[config.mk]
export PLATFORM = sky130hd
export DESIGN_NAME = tsvg_front
export DESIGN_NICKNAME = d
export VERILOG_FILES = /design/src/sv/tsvg_pkg.sv /design/src/sv/tsvg_front.sv
export SDC_FILE = /design/constraint.sdc
export NUM_CORES = 1
export LEC_CHECK = 0
export BUFFER_PORTS_ARGS = -buffer_cell sky130_fd_sc_hd__buf_2
export CORE_ASPECT_RATIO = 0.5
export CORE_MARGIN = 2
export CORE_UTILIZATION = 39
export CTS_BUF_LIST = sky130_fd_sc_hd__clkbuf_16
export CTS_CLUSTER_SIZE = 28
export DETAILED_ROUTE_END_ITERATION = 7
export PLACE_DENSITY_LB_ADDON = 0.15
export SLEW_MARGIN = 10
export SYNTH_ARGS = -nofsm -noshare
export SYNTH_HDL_FRONTEND = slang
export SYNTH_SLANG_ARGS = --single-unit
[constraint.sdc]
create_clock -name clk -period 15.5 [get_ports clk]
set_input_delay 3.1 -clock clk [delete_from_list [all_inputs] [get_ports clk]]
set_output_delay 3.1 -clock clk [all_outputs]
set_load 0.01 [all_outputs]
[src/sv/tsvg_pkg.sv]
// tsvg_pkg: shared types and constants of the thick segment vertex generator
// no dependencies; imported by every module of the block

package tsvg_pkg;

    localparam int FULL_TURN    = 23040;
    localparam int HALF_TURN    = 11520;
    localparam int QUARTER_TURN = 5760;

    localparam logic [30:0] Q30_ONE = 31'h4000_0000;

    // pi in q30 split as A*11520 + B, and 2^24/45 rounded up
    localparam logic [18:0] PI_A     = 19'd292817;
    localparam logic [12:0] PI_B     = 13'd7586;
    localparam logic [18:0] RECIP_45 = 19'd372828;

    // trig unit depth in cycles
    localparam int TRIG_LAT = 17;

    // vertex counter width, holds up to 127
    localparam int IDX_W = 7;

    typedef enum logic [1:0] {
        KIND_ENDPOINT  = 2'd0,
        KIND_CORNER    = 2'd1,
        KIND_START_CAP = 2'd2,
        KIND_END_CAP   = 2'd3
    } kind_t;

    typedef enum logic [1:0] {
        OP_ENDPT  = 2'd0,
        OP_CORNER = 2'd1,
        OP_CENTRE = 2'd2,
        OP_POINT  = 2'd3
    } op_t;

    typedef struct packed {
        logic signed [23:0] cx;
        logic signed [23:0] cy;
        logic [23:0]        len;
        logic signed [15:0] rot;
        logic [23:0]        w;
        logic               thick;
        logic               caps;
        logic [IDX_W-1:0]   total;
    } item_t;

    typedef struct packed {
        logic signed [23:0] cx;
        logic signed [23:0] cy;
        logic [23:0]        len;
        logic [23:0]        w;
        op_t                op;
        kind_t              kind;
        logic [IDX_W-1:0]   idx;
        logic               last;
    } job_t;

    // taylor term divisors, innermost first
    function automatic logic [30:0] iter_div(input int k);
        logic [30:0] d;
        case (k)
            0:       d = 31'd72;
            1:       d = 31'd42;
            2:       d = 31'd20;
            default: d = 31'd6;
        endcase
        return d;
    endfunction

    // floor(2^33 / divisor)
    function automatic logic [30:0] iter_recip(input int k);
        logic [30:0] m;
        case (k)
            0:       m = 31'd119304647;
            1:       m = 31'd204522252;
            2:       m = 31'd429496729;
            default: m = 31'd1431655765;
        endcase
        return m;
    endfunction

endpackage

[src/sv/tsvg_front.sv]
// tsvg_front: accepts segment requests, reduces rotation, counts vertices
// depends on tsvg_pkg; feeds a two-entry queue read by tsvg_back

module tsvg_front
    import tsvg_pkg::*;
#(
    parameter int CAP_STEPS = 16
)
(
    input  logic         clk,
    input  logic         rst_n,
    input  logic         s_valid,
    output logic         s_ready,
    input  logic [111:0] s_data,
    input  logic [1:0]   s_flags,
    output logic         q_valid,
    output item_t        q_item,
    input  logic         q_pop
);

    localparam logic [IDX_W-1:0] CAP_TOTAL = IDX_W'(2 * CAP_STEPS + 8);

    item_t             mem [0:1];
    logic              wptr_reg;
    logic              rptr_reg;
    logic [1:0]        count_reg;
    item_t             new_item;
    logic signed [16:0] rot_wide;
    logic signed [16:0] rot_red;
    logic              push;

    always_comb
    begin
        rot_wide = 17'(signed'(s_data[87:72]));
        if (rot_wide >= 17'sd23040)
        begin
            rot_red = rot_wide - 17'sd23040;
        end
        else if (rot_wide <= -17'sd23040)
        begin
            rot_red = rot_wide + 17'sd23040;
        end
        else
        begin
            rot_red = rot_wide;
        end
        new_item.cx    = signed'(s_data[23:0]);
        new_item.cy    = signed'(s_data[47:24]);
        new_item.len   = s_data[71:48];
        new_item.rot   = rot_red[15:0];
        new_item.w     = s_data[111:88];
        new_item.thick = s_flags[0];
        new_item.caps  = s_flags[1];
        if (!s_flags[0])
        begin
            new_item.total = IDX_W'(2);
        end
        else if (s_flags[1])
        begin
            new_item.total = CAP_TOTAL;
        end
        else
        begin
            new_item.total = IDX_W'(4);
        end
    end

    assign s_ready = (count_reg != 2'd2);
    assign push    = s_valid && s_ready;
    assign q_valid = (count_reg != 2'd0);
    assign q_item  = mem[rptr_reg];

    always_ff @(posedge clk)
    begin
        if (push)
        begin
            mem[wptr_reg] <= new_item;
        end
    end

    always_ff @(posedge clk or negedge rst_n)
    begin
        if (!rst_n)
        begin
            wptr_reg  <= 1'b0;
            rptr_reg  <= 1'b0;
            count_reg <= 2'd0;
        end
        else
        begin
            if (push)
            begin
                wptr_reg <= ~wptr_reg;
            end
            if (q_pop)
            begin
                rptr_reg <= ~rptr_reg;
            end
            case ({push, q_pop})
                2'b10:   count_reg <= count_reg + 2'd1;
                2'b01:   count_reg <= count_reg - 2'd1;
                default: count_reg <= count_reg;
            endcase
        end
    end

endmodule

* After elaboration in Yosys (flattened, before gate mapping)
Memories as Yosys holds them, arrays and structs flattened. Cells that the tools add are included. W data, S select, Z words.
Storage, ports and cells: bits in registers 4, memory bits (writable) 240, input bits 118, output and inout bits 123, memories 1
Operators by class: add/sub/neg operators 4, $lt $le $gt $ge 2, equal/unequal tests 3, mux-type cells 7, bitwise gates (word level) 2, reduce and logical (&&, ||, !) cells 3
Memories:
- mem | depth 2, width 120, read ports 1, clocked after Yosys merged registers in 0, wr ports 1, RTL line tsvg_front.sv:23 | item_t mem [0:1];
Operator list (count):
- $mux W16 | 2
- $add A16 B16 Y16 const B | 1
- $ge A16 B16 Y1 const B | 1
- $le A16 B16 Y1 const B | 1
- $sub A16 B16 Y16 const B | 1
- $mux W6 | 2
- $pmux W2 S2 | 1
- $reduce_bool A2 Y1 | 2
- $add A2 B1 Y2 const B | 1
- $eq A2 B1 Y1 const B | 1
- $eq A2 B2 Y1 const B | 1
- $mux W1 | 2
- $ne A2 B2 Y1 const B | 1
- $not A1 Y1 | 2
- $sub A2 B1 Y2 const B | 1
- $logic_and A1 B1 Y1 | 1

* Depth between registers and ports, before layout
depth in word-level cells 4, gate-level depth with buffers 7

* Least setup slack after synthesis
No wires, ideal clock.
path type input to register, start input port s_valid, end memory mem[0][100] (netlist bit), enable pin, setup time 594 ps, arrival time 8060 ps, required time 14906 ps, path slack 6846 ps, cell stages on the path 2, path through nand2_1 nor2_1
On the way: cells in the longest elaborated chain, start to end 3
Ends and longest elaborated chain:
- start, declared | RTL line tsvg_front.sv:12 | input logic s_valid,
- $logic_and A1 B1 Y1 | RTL line tsvg_front.sv:69 | assign push = s_valid && s_ready;
- $mux W1 | RTL line tsvg_front.sv:75 | if (push)
- $mux W1 (not written as such) | RTL line tsvg_front.sv:77 | mem[wptr_reg] <= new_item;
- end, declared | RTL line tsvg_front.sv:23
No other way between the ends.

==> results.md <==
* Outcome: complete, no violations
* # hold bufs at CTS at 0
* Peak supply drop at 0.0000777 V
* Max Clock Freq at 166 MHz
* Clk buf depth at 3
* Max reg flops at ~230
* Hold Fails Final Rpt at 0
* Largest net degree at the start of global routing at 80
* Average cell area after synthesis at 20.6 um^2
* Most common cell in the netlist: edfxtp_1
* Synth area leaders: edfxtp_1 (78%), mux2_2 (15%), dfrtp_1 (1.1%), buf_2 (0.66%), xnor2_1 (0.58%)
* 1st-iter DRT viols at 232
* Total die area at 24500 um^2
* Synth Register Bits at 238
* Vias in the first global route at a little under 5000
* Synth warnings at 0
* Register area at between 7000 and 8000 um^2
* Nets@finish at 809
* Final Instance Area at 11200 um^2
* Final setup fails at 0
* Max_slew headroom at 26.6%
* Async set or reset register ratio after synthesis at 1.68%
* Crit path cell chain: buf_4 -> mux2_2 -> buf_2
* Yosys cell types at 38
* Area of the multi-input gates at 1800 um^2
* Number of gates resized after cts at 0
* Height of the die at roughly 110 um
* FILL cells at 1992
* Global-route wire length before repair at roughly 27000 um
* Clock Latency Late Sink at 0.51 ns
* RSZ-0062 raised after global routing: false
* Layout area overhead at 24.1%
* Min cycle time layout at 6.04 ns
* Synth cell count leaders: edfxtp_1 (234), mux2_2 (118), buf_2 (12)
* Post-CTS setup buffer count at 0
* Via count at 4685
* Post-synthesis sequential area ratio at 78.9%
* Residual DRC at 0
* Final Wtd Congestion at 0.761
* Cell accounting for the most synthesized area: edfxtp_1
* Placed inst area at 10500 um^2
* IO buf count at approximately 240
* Crit start category: register
* # H-tree levels at 1
* Synth Cell Area at 9030 um^2
* Top cell type's share of synthesized area at 77.8%
* TNS Setup at 0 ns
* Pwr Density at 180 nW/um^2
* Setup crit end kind: output pin
* Wirelength per Cell at 17.4 um
* Max-slew violations at 0
* Initial core utilization at between 30 and 40%
* Number of synthesized flops with an enable pin at around 230
* Final period utilization at 39.0%
* Initial antenna violation count at 1
* Leak Pwr at around 4.2 nW
* Fraction of layout instances using a drive strength above 1 at 57.4%
* Hold slack at 0.501 ns
* Total grt overflow at 0
* Clock slew at reported path FFs at 0.06 ns
* CP max stage delay at between 0.8 and 0.9 ns
* Required @ worst endpoint at 12.40 ns
* Vias/cell at 4.63
* Drt first pass iters at 4
* Root Driver: clkbuf_16
* Setup Crit Path Kind: register to output pin
* Crit path max fanout at 79
* Placement Rows at 39
* Drt total wl at 17600 um
* Max_cap viols at 0
* Dpl hpwl at 11400 um
* CTS tree: yes
* TritonCTS Sinks at 238
* Clk_skew at 0.0109 ns
* CP Data Arrival Time at 2.94 ns
* Core ar. at around 23000 um^2
* Final ANT Viol Nets at 0
* Num CTS Buffers at 23
* CP max-delay cell: buf_4
* GR Util All Layers at 14.1%
* Ports at 241
* Main synth FF type: edfxtp_1
* Worst-Margin Slew at around 1.1 ns
* Die outline width at between 200 and 250 um
* Synth Instances at 438
* Hold crit path type: register to register
## worst max-delay path: cells and delay by family, from the launching register on
kind / cells / cell delay, ns
buf+inv: 2 / 1.03
flops: 1 / 0.79
mux: 1 / 0.44
## cell type report
| class | instances | area share, % |
|---|---|---|
| clock inverters | 17 | 0.770 |
| flip-flops and latches | 238 | 63.6 |
| diodes | 2 | 0.0446 |
| repair buffers | 241 | 10.8 |
| multi-input cells | 178 | 16.0 |
| clock buffers | 23 | 5.13 |
| well taps | 307 | 3.43 |
| inverters | 5 | 0.167 |
## per-stage QoR
| stage | total power, mW | std cells | util [%] | worst slack, ns |
|---|---|---|---|---|
| final | 2.01 | 1011 | 49.2 | 9.46 |
| after floorplan | 1.32 | 440 | - | 6.85 |
| after detailed placement | 1.55 | 969 | 46.3 | 9.98 |
| after global placement | 1.54 | 969 | 46.3 | 9.97 |
| after CTS | 2.05 | 1009 | 49.2 | 9.43 |
| after global routing | 2.12 | 1010 | 49.2 | 9.28 |
## final timing paths
| kind | to | depth (start not counted) | from | slack [ns] |
|---|---|---|---|---|
| worst max register to register | mem[0][28]$_DFFE_PP_ | 5 | count_reg[0]$_DFFE_PN0P_ | 12.79 |
| worst min register to register | count_reg[1]$_DFFE_PN0P_ | 1 | count_reg[1]$_DFFE_PN0P_ | 0.50 |
| min in group asynchronous | rptr_reg$_DFFE_PN0P_ | 1 | rst_n | 2.38 |
| worst max-delay path | q_item[116] | 3 | rptr_reg$_DFFE_PN0P_ | 9.46 |
| max in group asynchronous | rptr_reg$_DFFE_PN0P_ | 1 | rst_n | 12.98 |
| worst min-delay path | count_reg[1]$_DFFE_PN0P_ | 1 | count_reg[1]$_DFFE_PN0P_ | 0.50 |
## cells in the final DEF (no fill, tap or decap), types with 5 or more instances in the layout
master	count
a21oi_1	6
buf_2	237
clkbuf_16	23
clkinv_1	5
edfxtp_1	234
inv_1	9
mux2_2	118
nand2b_1	5
nor2_1	6
xnor2_1	6
## per-layer routing
| layer | vias to the layer above | share of wire [%] | global-route usage, % | routed length, um |
|---|---|---|---|---|
| li1 | 2218 | - | - | - |
| met4 | 0 | 1.7 | 3.65 | 299 |
| met2 | 99 | 53 | 24.9 | 9250 |
| met1 | 2342 | 41 | 17.4 | 7290 |
| met3 | 26 | 4.4 | 3.47 | 769 |
| met5 | - | 0 | 0 | 0 |
## cell families (layout without fill, tap and decap cells)
group | after synthesis | count (layout) | share of synthesized area (%)
mux | 118 | 118 | 14.7
fa+ha+maj | 4 | 4 | 0.554
xor+xnor | 8 | 8 | 0.776
buf+inv | 24 | 286 | 1.45
compound gates | 18 | 18 | 1.72
flops | 238 | 238 | 78.9
other cells | 1 | 5 | 0.0415
simple gates | 27 | 27 | 1.86
## where the power goes
part	leakage, nW	internal [mW]	switching, mW
logic	1.61	0.264	0.316
clock network	0.337	0.270	0.230
registers	2.22	0.882	0.0503
total	4.17	1.42	0.597
Note: power is estimated with default switching activity, not from simulation.
